$ cat config.mk
export PLATFORM = sky130hd
export DESIGN_NAME = fuzzy_pd_wheel_speed_controller
export DESIGN_NICKNAME = d
export VERILOG_FILES = /design/src/sv/fpd_pkg.sv /design/src/sv/fpd_div.sv /design/src/sv/fpd_ctrl.sv /design/src/sv/fpd_dp.sv /design/src/sv/fuzzy_pd_wheel_speed_controller.sv
export SDC_FILE = /design/constraint.sdc
export NUM_CORES = 2
export LEC_CHECK = 0
export ABC_AREA = 1
export BUFFER_PORTS_ARGS = -buffer_cell sky130_fd_sc_hd__buf_2
export CORE_ASPECT_RATIO = 1.25
export CORE_MARGIN = 2
export CORE_UTILIZATION = 55
export CTS_BUF_LIST = sky130_fd_sc_hd__clkbuf_2
export DETAILED_ROUTE_END_ITERATION = 6
export GPL_ROUTABILITY_DRIVEN = 1
export PLACE_DENSITY = 0.76
export RECOVER_POWER = 50
export REMOVE_ABC_BUFFERS = 1
export SETUP_SLACK_MARGIN = 0.3
export SYNTH_ARGS = -nofsm -noshare
export SYNTH_HDL_FRONTEND = slang
export SYNTH_HIERARCHICAL = 1
export SYNTH_SLANG_ARGS = --single-unit
$ cat constraint.sdc
create_clock -name clk -period 8.4 [get_ports clk]
set_clock_uncertainty 0.15 [all_clocks]
set_input_delay 2.1 -clock clk [delete_from_list [all_inputs] [get_ports clk]]
set_output_delay 2.1 -clock clk [all_outputs]
set_load 0.03 [all_outputs]
$ cat src/sv/fpd_pkg.sv
// fpd_pkg: shared types, constants and helper functions of the fuzzy PD wheel speed controller
// no dependencies; imported by every module of the block
`timescale 1ns / 1ps
`default_nettype none

package fpd_pkg;

	// field and datapath widths
	localparam int VEL_W   = 9;   // drive and target velocities
	localparam int TICK_W  = 11;  // decoded and doubled tick count
	localparam int ERR_W   = 11;  // speed error
	localparam int DERR_W  = 12;  // error difference
	localparam int MEMB_W  = 4;   // membership degree 0..10
	localparam int WSUM_W  = 13;  // weighted gain sum
	localparam int DEN_W   = 5;   // weight sum, divisor
	localparam int NUMP_W  = 24;  // proportional numerator
	localparam int NUMD_W  = 25;  // derivative numerator
	localparam int DIV_W   = 23;  // divider magnitude width
	localparam int FAULT_W = 25;  // accumulated correction
	localparam int SUM_W   = 26;  // velocity plus correction
	localparam int CNT_W   = 5;   // divider step counter

	localparam logic [MEMB_W-1:0] MEMB_SPAN = 4'd10;
	localparam logic signed [DERR_W-1:0] SPAN_POS = 12'sd10;
	localparam logic signed [DERR_W-1:0] SPAN_NEG = -12'sd10;
	localparam logic signed [SUM_W-1:0] LIMIT_POS = 26'sd254;
	localparam logic signed [SUM_W-1:0] LIMIT_NEG = -26'sd254;
	localparam logic [7:0] LIMIT_BYTE = 8'd254;
	localparam logic [2:0] PKT_LEN = 3'd5;

	// configuration register indexes
	typedef enum logic [2:0] {
		REG_TEAM_ID,
		REG_BOT_ID,
		REG_KP_SMALL,
		REG_KP_MEDIUM,
		REG_KP_LARGE,
		REG_KD_SMALL,
		REG_KD_MEDIUM,
		REG_KD_LARGE
	} reg_idx_t;

	typedef struct packed {
		logic [7:0] team_id;
		logic       bot_id;
		logic [7:0] kp_sml;
		logic [7:0] kp_mid;
		logic [7:0] kp_lrg;
		logic [7:0] kd_sml;
		logic [7:0] kd_mid;
		logic [7:0] kd_lrg;
	} cfg_t;

	// controller states
	typedef enum logic [3:0] {
		ST_IDLE,
		ST_ERR,
		ST_FUZZ,
		ST_WMUL,
		ST_NMUL,
		ST_PSTART,
		ST_PDIV,
		ST_DSTART,
		ST_DDIV,
		ST_UPD
	} state_t;

	// controller to datapath commands
	typedef struct packed {
		logic pkt_en;
		logic tick_en;
		logic err_en;
		logic fuzz_en;
		logic wmul_en;
		logic nmul_en;
		logic div_start;
		logic div_sel;   // 0 proportional term, 1 derivative term
		logic acc_en;
		logic out_load;
	} cmd_t;

	// datapath to controller status
	typedef struct packed {
		logic div_busy;
	} status_t;

	typedef struct packed {
		logic [MEMB_W-1:0] neg;
		logic [MEMB_W-1:0] zero;
		logic [MEMB_W-1:0] pos;
	} memb_t;

	// triangular memberships of span ten
	function automatic memb_t fuzzify(input logic signed [DERR_W-1:0] x);
		memb_t m;
		logic [DERR_W-1:0] mag;
		m = '0;
		mag = -x;
		if (x > SPAN_POS) begin
			m.pos = MEMB_SPAN;
		end else if (x < SPAN_NEG) begin
			m.neg = MEMB_SPAN;
		end else if (x > 0) begin
			m.pos = x[MEMB_W-1:0];
			m.zero = MEMB_SPAN - x[MEMB_W-1:0];
		end else begin
			m.neg = mag[MEMB_W-1:0];
			m.zero = MEMB_SPAN - mag[MEMB_W-1:0];
		end
		return m;
	endfunction

	function automatic logic [MEMB_W-1:0] fmin(input logic [MEMB_W-1:0] a,
			input logic [MEMB_W-1:0] b);
		return (a < b) ? a : b;
	endfunction

	function automatic logic [MEMB_W-1:0] fmax(input logic [MEMB_W-1:0] a,
			input logic [MEMB_W-1:0] b);
		return (a > b) ? a : b;
	endfunction

	// command byte: 2b, or 2b-510 above 127, folded into nine bits
	function automatic logic signed [VEL_W-1:0] decode_cmd(input logic [7:0] b);
		logic [VEL_W-1:0] v;
		v = {b, 1'b0};
		if (b[7]) begin
			v = v + 9'd2;
		end
		return $signed(v);
	endfunction

endpackage

`default_nettype wire

$ cat src/sv/fpd_div.sv
// fpd_div: restoring divider, one quotient bit per cycle, unsigned magnitudes
// uses fpd_pkg
`timescale 1ns / 1ps
`default_nettype none

module fpd_div (
	input  wire logic                      clk,
	input  wire logic                      arst_n,
	input  wire logic                      start,
	input  wire logic [fpd_pkg::DIV_W-1:0] num,
	input  wire logic [fpd_pkg::DEN_W-1:0] den,
	output logic                           busy,
	output logic [fpd_pkg::DIV_W-1:0]      quo
);
	import fpd_pkg::*;

	logic [DIV_W-1:0] qn_q;
	logic [DEN_W-1:0] rem_q;
	logic [DEN_W-1:0] den_q;
	logic [CNT_W-1:0] cnt_q;
	logic             busy_q;
	logic [DEN_W:0]   trial;
	logic             fits;
	logic [DEN_W:0]   diff;

	// trial subtraction of the next bit
	always_comb begin
		trial = {rem_q, qn_q[DIV_W-1]};
		fits = (trial >= {1'b0, den_q});
		diff = trial - {1'b0, den_q};
	end

	// control: step counter and busy flag
	always_ff @(posedge clk or negedge arst_n) begin
		if (!arst_n) begin
			busy_q <= 1'b0;
			cnt_q <= '0;
		end else if (start) begin
			busy_q <= 1'b1;
			cnt_q <= CNT_W'(DIV_W - 1);
		end else if (busy_q) begin
			if (cnt_q == '0) begin
				busy_q <= 1'b0;
			end
			cnt_q <= cnt_q - 1'b1;
		end
	end

	// shift register holds dividend bits then quotient bits
	always_ff @(posedge clk) begin
		if (start) begin
			qn_q <= num;
			rem_q <= '0;
			den_q <= den;
		end else if (busy_q) begin
			qn_q <= {qn_q[DIV_W-2:0], fits};
			rem_q <= fits ? diff[DEN_W-1:0] : trial[DEN_W-1:0];
		end
	end

	assign busy = busy_q;
	assign quo = qn_q;

endmodule

`default_nettype wire

$ cat src/sv/fpd_ctrl.sv
// fpd_ctrl: sequencing state machine and output valid flag
// uses fpd_pkg; drives the datapath fpd_dp through cmd_t
`timescale 1ns / 1ps
`default_nettype none

module fpd_ctrl (
	input  wire logic             clk,
	input  wire logic             arst_n,
	input  wire logic             in_valid,
	input  wire logic             func,
	output logic                  in_stall,
	output logic                  out_valid,
	input  wire logic             out_stall,
	output fpd_pkg::cmd_t         cmd,
	input  wire fpd_pkg::status_t status
);
	import fpd_pkg::*;

	state_t state_q;
	state_t state_n;
	logic   out_valid_q;
	logic   out_free;

	assign out_free = !out_valid_q || !out_stall;

	// state register
	always_ff @(posedge clk or negedge arst_n) begin
		if (!arst_n) begin
			state_q <= ST_IDLE;
		end else begin
			state_q <= state_n;
		end
	end

	// next state and commands
	always_comb begin
		state_n = state_q;
		cmd = '0;
		unique case (state_q)
			ST_IDLE: begin
				if (in_valid) begin
					if (func) begin
						cmd.tick_en = 1'b1;
						state_n = ST_ERR;
					end else begin
						cmd.pkt_en = 1'b1;
					end
				end
			end
			ST_ERR: begin
				cmd.err_en = 1'b1;
				state_n = ST_FUZZ;
			end
			ST_FUZZ: begin
				cmd.fuzz_en = 1'b1;
				state_n = ST_WMUL;
			end
			ST_WMUL: begin
				cmd.wmul_en = 1'b1;
				state_n = ST_NMUL;
			end
			ST_NMUL: begin
				cmd.nmul_en = 1'b1;
				state_n = ST_PSTART;
			end
			ST_PSTART: begin
				cmd.div_start = 1'b1;
				state_n = ST_PDIV;
			end
			ST_PDIV: begin
				if (!status.div_busy) begin
					cmd.acc_en = 1'b1;
					state_n = ST_DSTART;
				end
			end
			ST_DSTART: begin
				cmd.div_start = 1'b1;
				cmd.div_sel = 1'b1;
				state_n = ST_DDIV;
			end
			ST_DDIV: begin
				cmd.div_sel = 1'b1;
				if (!status.div_busy) begin
					cmd.acc_en = 1'b1;
					state_n = ST_UPD;
				end
			end
			ST_UPD: begin
				if (out_free) begin
					cmd.out_load = 1'b1;
					state_n = ST_IDLE;
				end
			end
			default: begin
				state_n = ST_IDLE;
			end
		endcase
	end

	// result valid flag
	always_ff @(posedge clk or negedge arst_n) begin
		if (!arst_n) begin
			out_valid_q <= 1'b0;
		end else if (cmd.out_load) begin
			out_valid_q <= 1'b1;
		end else if (!out_stall) begin
			out_valid_q <= 1'b0;
		end
	end

	assign in_stall = (state_q != ST_IDLE);
	assign out_valid = out_valid_q;

endmodule

`default_nettype wire

$ cat src/sv/fpd_dp.sv
// fpd_dp: packet decode, error, fuzzy weights, gain products, division and velocity update
// uses fpd_pkg and fpd_div; controlled by fpd_ctrl
`timescale 1ns / 1ps
`default_nettype none

module fpd_dp (
	input  wire logic                      clk,
	input  wire logic                      arst_n,
	input  wire fpd_pkg::cfg_t             cfg,
	input  wire fpd_pkg::cmd_t             cmd,
	output fpd_pkg::status_t               status,
	input  wire logic                      wheel,
	input  wire logic [7:0]                data_byte,
	output logic                           wheel_out,
	output logic signed [fpd_pkg::VEL_W-1:0] drive_velocity,
	output logic [7:0]                     compare_a,
	output logic [7:0]                     compare_b
);
	import fpd_pkg::*;

	// packet position and per-wheel state
	logic [2:0]                pos_q;
	logic signed [VEL_W-1:0]   pend_q [2];
	logic signed [VEL_W-1:0]   tgt_q [2];
	logic signed [ERR_W-1:0]   prev_q [2];
	logic signed [VEL_W-1:0]   motor_q [2];

	// work registers of the current tick
	logic                      wheel_q;
	logic [7:0]                tick_q;
	logic signed [ERR_W-1:0]   e_q;
	logic signed [DERR_W-1:0]  de_q;
	logic [MEMB_W-1:0]         ps_q, pm_q, pl_q, ds_q, dm_q, dl_q;
	logic [WSUM_W-1:0]         psum_q, dsum_q;
	logic [DEN_W-1:0]          pden_q, dden_q;
	logic signed [NUMP_W-1:0]  nump_q;
	logic signed [NUMD_W-1:0]  numd_q;
	logic                      neg_q;
	logic signed [FAULT_W-1:0] fault_q;

	// result registers
	logic                      wheel_out_q;
	logic signed [VEL_W-1:0]   vel_q;
	logic [7:0]                cmp_a_q, cmp_b_q;

	// packet decode
	logic [2:0]                pair_pos;
	logic [2:0]                pos_n;
	logic signed [VEL_W-1:0]   cmd_val;
	logic signed [VEL_W-1:0]   pend0_n, pend1_n;

	always_comb begin
		pair_pos = {1'b0, cfg.bot_id, 1'b1};
		cmd_val = decode_cmd(data_byte);
		pend0_n = pend_q[0];
		pend1_n = pend_q[1];
		pos_n = pos_q;
		if (pos_q == 3'd0 && data_byte == cfg.team_id) begin
			pos_n = 3'd1;
		end else if (pos_q == pair_pos) begin
			pend0_n = cmd_val;
			pos_n = pos_q + 3'd1;
		end else if (pos_q == pair_pos + 3'd1) begin
			pend1_n = cmd_val;
			pos_n = pos_q + 3'd1;
		end else if (pos_q != 3'd0) begin
			pos_n = pos_q + 3'd1;
		end
	end

	always_ff @(posedge clk or negedge arst_n) begin
		if (!arst_n) begin
			pos_q <= '0;
			pend_q[0] <= '0;
			pend_q[1] <= '0;
			tgt_q[0] <= '0;
			tgt_q[1] <= '0;
		end else if (cmd.pkt_en) begin
			pend_q[0] <= pend0_n;
			pend_q[1] <= pend1_n;
			if (pos_n >= PKT_LEN) begin
				tgt_q[0] <= pend0_n;
				tgt_q[1] <= pend1_n;
				pos_q <= '0;
			end else begin
				pos_q <= pos_n;
			end
		end
	end

	// tick decode and speed error
	logic signed [TICK_W-1:0] tick2;
	logic signed [ERR_W-1:0]  e_n;
	logic signed [DERR_W-1:0] de_n;

	always_comb begin
		tick2 = $signed({2'b00, tick_q, 1'b0});
		if (tick_q > 8'd128) begin
			tick2 = tick2 - 11'sd510;
		end
		e_n = ERR_W'(tgt_q[wheel_q]) - tick2;
		de_n = DERR_W'(e_n) - DERR_W'(prev_q[wheel_q]);
	end

	always_ff @(posedge clk) begin
		if (cmd.tick_en) begin
			wheel_q <= wheel;
			tick_q <= data_byte;
		end
		if (cmd.err_en) begin
			e_q <= e_n;
			de_q <= de_n;
		end
	end

	always_ff @(posedge clk or negedge arst_n) begin
		if (!arst_n) begin
			prev_q[0] <= '0;
			prev_q[1] <= '0;
		end else if (cmd.err_en) begin
			prev_q[wheel_q] <= e_n;
		end
	end

	// fuzzy rule table, min over pairs and max per output set
	memb_t me, md;
	logic [MEMB_W-1:0] f00, f01, f02, f10, f11, f12, f20, f21, f22;

	always_comb begin
		me = fuzzify(DERR_W'(e_q));
		md = fuzzify(de_q);
		f00 = fmin(md.neg,  me.neg);
		f01 = fmin(md.zero, me.neg);
		f02 = fmin(md.pos,  me.neg);
		f10 = fmin(md.neg,  me.zero);
		f11 = fmin(md.zero, me.zero);
		f12 = fmin(md.pos,  me.zero);
		f20 = fmin(md.neg,  me.pos);
		f21 = fmin(md.zero, me.pos);
		f22 = fmin(md.pos,  me.pos);
	end

	always_ff @(posedge clk) begin
		if (cmd.fuzz_en) begin
			ps_q <= f11;
			pm_q <= fmax(fmax(fmax(f10, f01), fmax(f21, f12)), fmax(f00, f22));
			pl_q <= fmax(f02, f20);
			ds_q <= fmax(fmax(f02, f20), f11);
			dm_q <= fmax(fmax(f00, f01), fmax(f21, f22));
			dl_q <= fmax(f10, f12);
		end
	end

	// weighted gain sums and weight sums
	always_ff @(posedge clk) begin
		if (cmd.wmul_en) begin
			psum_q <= WSUM_W'(ps_q) * WSUM_W'(cfg.kp_sml) + WSUM_W'(pm_q) * WSUM_W'(cfg.kp_mid)
				+ WSUM_W'(pl_q) * WSUM_W'(cfg.kp_lrg);
			dsum_q <= WSUM_W'(ds_q) * WSUM_W'(cfg.kd_sml) + WSUM_W'(dm_q) * WSUM_W'(cfg.kd_mid)
				+ WSUM_W'(dl_q) * WSUM_W'(cfg.kd_lrg);
			pden_q <= DEN_W'(ps_q) + DEN_W'(pm_q) + DEN_W'(pl_q);
			dden_q <= DEN_W'(ds_q) + DEN_W'(dm_q) + DEN_W'(dl_q);
		end
	end

	// numerators: error and error difference times weighted gain sums
	always_ff @(posedge clk) begin
		if (cmd.nmul_en) begin
			nump_q <= NUMP_W'(e_q) * $signed({1'b0, psum_q});
			numd_q <= NUMD_W'(de_q) * $signed({1'b0, dsum_q});
		end
	end

	// divider operand select, magnitude in and sign kept aside
	logic               sel_neg;
	logic [NUMD_W-1:0]  sel_num;
	logic [NUMD_W-1:0]  sel_mag;
	logic [DEN_W-1:0]   sel_den;
	logic               div_busy;
	logic [DIV_W-1:0]   div_quo;

	always_comb begin
		sel_num = cmd.div_sel ? numd_q : NUMD_W'(nump_q);
		sel_den = cmd.div_sel ? dden_q : pden_q;
		sel_neg = sel_num[NUMD_W-1];
		sel_mag = sel_neg ? -sel_num : sel_num;
	end

	fpd_div u_div (
		.clk    (clk),
		.arst_n (arst_n),
		.start  (cmd.div_start),
		.num    (sel_mag[DIV_W-1:0]),
		.den    (sel_den),
		.busy   (div_busy),
		.quo    (div_quo)
	);

	assign status.div_busy = div_busy;

	// accumulate quotients truncated toward zero
	logic signed [FAULT_W-1:0] quo_s;

	assign quo_s = neg_q ? -$signed({2'b00, div_quo}) : $signed({2'b00, div_quo});

	always_ff @(posedge clk) begin
		if (cmd.div_start) begin
			neg_q <= sel_neg;
		end
		if (cmd.err_en) begin
			fault_q <= '0;
		end else if (cmd.acc_en) begin
			fault_q <= fault_q + quo_s;
		end
	end

	// velocity update and clamp
	logic signed [SUM_W-1:0] vsum;
	logic signed [VEL_W-1:0] v_n;
	logic [7:0]              cmp_a_n, cmp_b_n;

	always_comb begin
		vsum = SUM_W'(motor_q[wheel_q]) + SUM_W'(fault_q);
		if (vsum < LIMIT_NEG) begin
			v_n = LIMIT_NEG[VEL_W-1:0];
		end else if (vsum > LIMIT_POS) begin
			v_n = LIMIT_POS[VEL_W-1:0];
		end else begin
			v_n = vsum[VEL_W-1:0];
		end
		if (v_n < 0) begin
			cmp_a_n = LIMIT_BYTE + v_n[7:0];
			cmp_b_n = LIMIT_BYTE;
		end else begin
			cmp_a_n = LIMIT_BYTE;
			cmp_b_n = LIMIT_BYTE - v_n[7:0];
		end
	end

	always_ff @(posedge clk or negedge arst_n) begin
		if (!arst_n) begin
			motor_q[0] <= '0;
			motor_q[1] <= '0;
		end else if (cmd.out_load) begin
			motor_q[wheel_q] <= v_n;
		end
	end

	always_ff @(posedge clk) begin
		if (cmd.out_load) begin
			wheel_out_q <= wheel_q;
			vel_q <= v_n;
			cmp_a_q <= cmp_a_n;
			cmp_b_q <= cmp_b_n;
		end
	end

	assign wheel_out = wheel_out_q;
	assign drive_velocity = vel_q;
	assign compare_a = cmp_a_q;
	assign compare_b = cmp_b_q;

endmodule

`default_nettype wire

$ cat src/sv/fuzzy_pd_wheel_speed_controller.sv
// fuzzy_pd_wheel_speed_controller: top level, configuration registers and block wiring
// uses fpd_pkg, fpd_ctrl, fpd_dp (with fpd_div)
//
//   channel  direction  handshake            payload
//   in       input      in_valid / in_stall  func, wheel, data_byte
//   out      output     out_valid/out_stall  wheel_out, drive_velocity, compare_a, compare_b
//   cfg      input      cfg_wen              cfg_idx, cfg_wdata
//
// a command byte gives no result
// an encoder tick byte holds the input until its result is registered: four setup
// steps, two divider passes (start, 23 steps of the shared bit-serial divider,
// collect), then one update
// a new request is taken only when the sequencer is idle; the update step waits only
// while an earlier result is still held under out_stall
// asynchronous active-low reset clears packet, target, error and velocity state
`timescale 1ns / 1ps
`default_nettype none

module fuzzy_pd_wheel_speed_controller (
	input  wire logic                        clk,
	input  wire logic                        arst_n,
	input  wire logic                        in_valid,
	output logic                             in_stall,
	input  wire logic                        func,
	input  wire logic                        wheel,
	input  wire logic [7:0]                  data_byte,
	output logic                             out_valid,
	input  wire logic                        out_stall,
	output logic                             wheel_out,
	output logic signed [fpd_pkg::VEL_W-1:0] drive_velocity,
	output logic [7:0]                       compare_a,
	output logic [7:0]                       compare_b,
	input  wire logic                        cfg_wen,
	input  wire logic [2:0]                  cfg_idx,
	input  wire logic [7:0]                  cfg_wdata
);
	import fpd_pkg::*;

	cfg_t    cfg_q;
	cmd_t    cmd;
	status_t status;

	// configuration registers
	always_ff @(posedge clk or negedge arst_n) begin
		if (!arst_n) begin
			cfg_q <= '{team_id: 8'd127, bot_id: 1'b1, default: '0};
		end else if (cfg_wen) begin
			unique case (reg_idx_t'(cfg_idx))
				REG_TEAM_ID:   cfg_q.team_id <= cfg_wdata;
				REG_BOT_ID:    cfg_q.bot_id <= cfg_wdata[0];
				REG_KP_SMALL:  cfg_q.kp_sml <= cfg_wdata;
				REG_KP_MEDIUM: cfg_q.kp_mid <= cfg_wdata;
				REG_KP_LARGE:  cfg_q.kp_lrg <= cfg_wdata;
				REG_KD_SMALL:  cfg_q.kd_sml <= cfg_wdata;
				REG_KD_MEDIUM: cfg_q.kd_mid <= cfg_wdata;
				REG_KD_LARGE:  cfg_q.kd_lrg <= cfg_wdata;
				default: begin
				end
			endcase
		end
	end

	// sequencer
	fpd_ctrl u_ctrl (
		.clk       (clk),
		.arst_n    (arst_n),
		.in_valid  (in_valid),
		.func      (func),
		.in_stall  (in_stall),
		.out_valid (out_valid),
		.out_stall (out_stall),
		.cmd       (cmd),
		.status    (status)
	);

	// datapath
	fpd_dp u_dp (
		.clk            (clk),
		.arst_n         (arst_n),
		.cfg            (cfg_q),
		.cmd            (cmd),
		.status         (status),
		.wheel          (wheel),
		.data_byte      (data_byte),
		.wheel_out      (wheel_out),
		.drive_velocity (drive_velocity),
		.compare_a      (compare_a),
		.compare_b      (compare_b)
	);

endmodule

`default_nettype wire

==> impl_metrics.yaml <==
status:
  outcome: "complete, but fails checks"
  violations: "capacitance limit, slew limit"
sta:
  final.min_clock_period_ps: 7590
  setup_violations: 0
  finalCritPeriodShare_pct: 90.3
  grt_setup_unrepaired: "no"
  max_freq_mhz: 132
  max_slew.worst_pin.slew_ps: 3870
  slew_headroom_pct: -158
  fin_tns_setup_ps: 0
  hold_viol_final: 0
  slew_viol_final: 302
clock_tree:
  h-tree-depth: 3
  clockBufferDepth: 3
  cts.sinks: 372
  postCtsSetupBuffers: 0
  clock_latency_ps: 1170
  clk_pin_slew_ps: 110
  cts_buffers: 94
  clockRootBuffer: "clkbuf_2"
  ctsHoldBuffers: 0
  cts_resized: 0
  cts_tree: "built"
grt:
  met1_usage_pct: 30.1
  grt_pass1_wl_um: 156000
  grt_max_degree: 76
  grt_pass1_vias: 31500
  gr-usage-met2_pct: 47.8
  grt_overflow: 0
  use_met3_pct: 3.52
  top_usage_layer: "met2"
  antenna_found_initial: 2
  grt_usage_pct: 26.3
worst_hold_path:
  hold_path_class: "reg -> reg"
logic_synthesis:
  yosysUniqueCellTypes: 71
  synth_area_sq_mm: 0.0394
  netlist.area_leader.share_pct: 18.8
  synth-main-ff-cell: "edfxtp_1"
  syn_inst: 4910
  synth_area_per_cell_sq_um: 8.03
  synth-edff-count: 195
  ys_seq_area_share_pct: 25.7
  ys_seq_elements: 372
  async_flop_share_pct: 39.5
  synth_top_area_cell: "fa_1"
  ys_warn_count: 6
  synth.area.top_cells: "fa_1 19%, edfxtp_1 15%, nand2_1 13%"
route:
  drc_errors: 0
  wl_per_cell_um: 15.9
  firstDrtPassIters: 6
  wirelength_um: 95300
  detail-route-antenna-nets: 0
  num_vias: 31400
  viasPerCell: 5.25
  drt_iter0_drc: 2040
finish:
  final_nets: 5733
  final_layout_size_suffix_gt1_share_pct: 7.48
  fillerInstances: 6380
  syn_to_final_growth_pct: 4.97
worst_setup_path:
  arrival_ps: 8340
  path_buf_inv: 4
  cp.required_ps: 9150
  regToRegSetupSlack_ps: 810
  worst_setup_path_start_kind: "flip-flop"
  path_delay_family: "buffers and inverters"
  path_cells: "clkbuf_1, clkinv_1, nand2_1, nand2_1, ha_1, a21oi_1, o21ai_1, a21oi_1, nor2_1, nor2_1, o211ai_4, xor2_4, inv_4, nand2_8, nand2_2, a21oi_2, inv_2, ha_1, a21boi_4, nand2_1, nand2_1, nand3_1"
  crit_path_end_kind: "flip-flop"
  crit_type: "reg -> reg"
  cpMaxStageDelayCell: "clkbuf_1"
  cpMostUsedCell: "nand2_1"
  worstPathMaxFanout: 40
  max_stage_delay_ps: 1480
floorplan:
  ioPinCount: 54
  initial_core_util_pct: 55.6
  rows: 109
  core_area_sq_mm: 0.0709
  fp.dieArea_sq_mm: 0.0739
  die_w_um: 244
  fp.dieH_um: 303
flow_run:
  maxCapViolCount: 7
placed_design:
  dpl.hpwl_um: 76400
  place_congestion: 0.953
  io_buffers: 53
worst min-delay path, cell delays in order (launching register included):
cell	delay [ps]
dfstp_2	380
nand2_1	50
nand2_1	40
flip-flops by register name, summed over array words and instances, names as in the netlist, 5 cells and up:
register             count
u_dp/dsum_q             13
u_dp/motor_q            18
u_dp/u_div/cnt_q         5
u_dp/u_div/quo          23
u_dp/u_div/rem_q         5
u_dp/prev_q             22
u_dp/pend_q             18
u_dp/u_div/den_q         5
u_dp/pden_q              5
u_dp/compare_a           8
cfg_q                   57
u_dp/dden_q              5
u_dp/fault_q            25
u_dp/de_q               12
u_dp/e_q                11
u_dp/drive_velocity      9
u_dp/tick_q              8
u_dp/numd_q             24
u_dp/nump_q             24
u_dp/tgt_q              18
u_dp/compare_b           8
u_dp/psum_q             13
layer usage:
metal  up-vias  share of wire (%)
met5         -                  0
met4         0                5.4
met3       244                5.3
met2       956                 51
met1     14900                 38
li1      15400                  -
cell type report:
cell class,instances,area [sq um],share of cell area (%)
Tap cell,943,1180,2.85
Sequential cell,372,10100,24.5
Multi-Input combinational cell,3417,25000,60.5
Inverter,996,3740,9.03
Clock inverter,53,287,0.692
Clock buffer,124,621,1.50
Antenna cell,4,10.0,0.0242
Timing Repair Buffer,75,387,0.934
stage by stage:
step | setup slack [ps] | cell area [sq um] | util (%) | hold WS (ps) | cells
after detailed placement | 1130 | 40600 | 57.3 | 303 | 5803
after CTS | 1160 | 41500 | 58.5 | 320 | 5980
after global routing | 285 | 41400 | 58.4 | 310 | 5984
after global placement | 1160 | 40600 | 57.3 | 295 | 5803
after floorplan | 2030 | 38900 | - | 278 | 4785
final | 814 | 41400 | 58.4 | 318 | 5984
synthesized netlist by cell type (all sizes together), types with 4 or more instances:
library cell / n
nor2: 266
nand3b: 10
or2: 55
o21bai: 11
mux2i: 16
dfstp: 8
o21a: 8
inv: 991
clkbuf: 99
nor3: 28
dfxtp: 30
a31oi: 20
buf: 26
o211ai: 8
nand2: 1388
a32oi: 5
nand3: 195
fa: 371
a211oi: 5
a21oi: 177
edfxtp: 195
a21boi: 8
nor3b: 4
xnor2: 54
a21o: 6
nand4: 20
o31ai: 4
o21ai: 232
and2: 12
dfrtp: 139
xor2: 109
clkinv: 5
o221ai: 4
ha: 380
nor4: 9
cell families after synthesis:
group,Yosys count,share of synthesized area (%)
AOI/OAI and AO/OA,498,7.03
xor gates and xnor gates,163,3.67
buffers and inverters,1121,10.8
and+or+nand+nor,1989,21.5
muxes,16,0.406
DFF,372,25.7
adders and majority gates,751,30.9
final timing paths:
kind                                   startpoint                              end  cells past startpoint
max in group asynchronous                  arst_n            cfg_q[14]$_DFFE_PN0P_                      2
hold reg to reg             cfg_q[50]$_DFFE_PN1P_            cfg_q[50]$_DFFE_PN1P_                      2
hold / removal              cfg_q[50]$_DFFE_PN1P_            cfg_q[50]$_DFFE_PN1P_                      2
min in group asynchronous                  arst_n      u_dp/motor_q[5]$_DFFE_PN0P_                      1
setup reg to reg           u_dp/wheel_q$_DFFE_PP_  u_dp/compare_b[7]$_SDFFCE_PP1P_                     22
setup / recovery           u_dp/wheel_q$_DFFE_PP_  u_dp/compare_b[7]$_SDFFCE_PP1P_                     22
cells in the final DEF (no fill, tap or decap), drive strengths merged, types with 55 or more instances in the layout:
| cell | Yosys | layout |
|---|---|---|
| nand2 | 1388 | 1388 |
| inv | 991 | 994 |
| ha | 380 | 380 |
| fa | 371 | 371 |
| nor2 | 266 | 266 |
| o21ai | 232 | 232 |
| edfxtp | 195 | 195 |
| nand3 | 195 | 195 |
| a21oi | 177 | 177 |
| clkbuf | 99 | 143 |
| dfrtp | 139 | 139 |
| xor2 | 109 | 109 |
| buf | 26 | 56 |
| or2 | 55 | 55 |
Power is not shown: default switching activity piles up to over one toggle a cycle in this logic, so the estimate is an artifact.
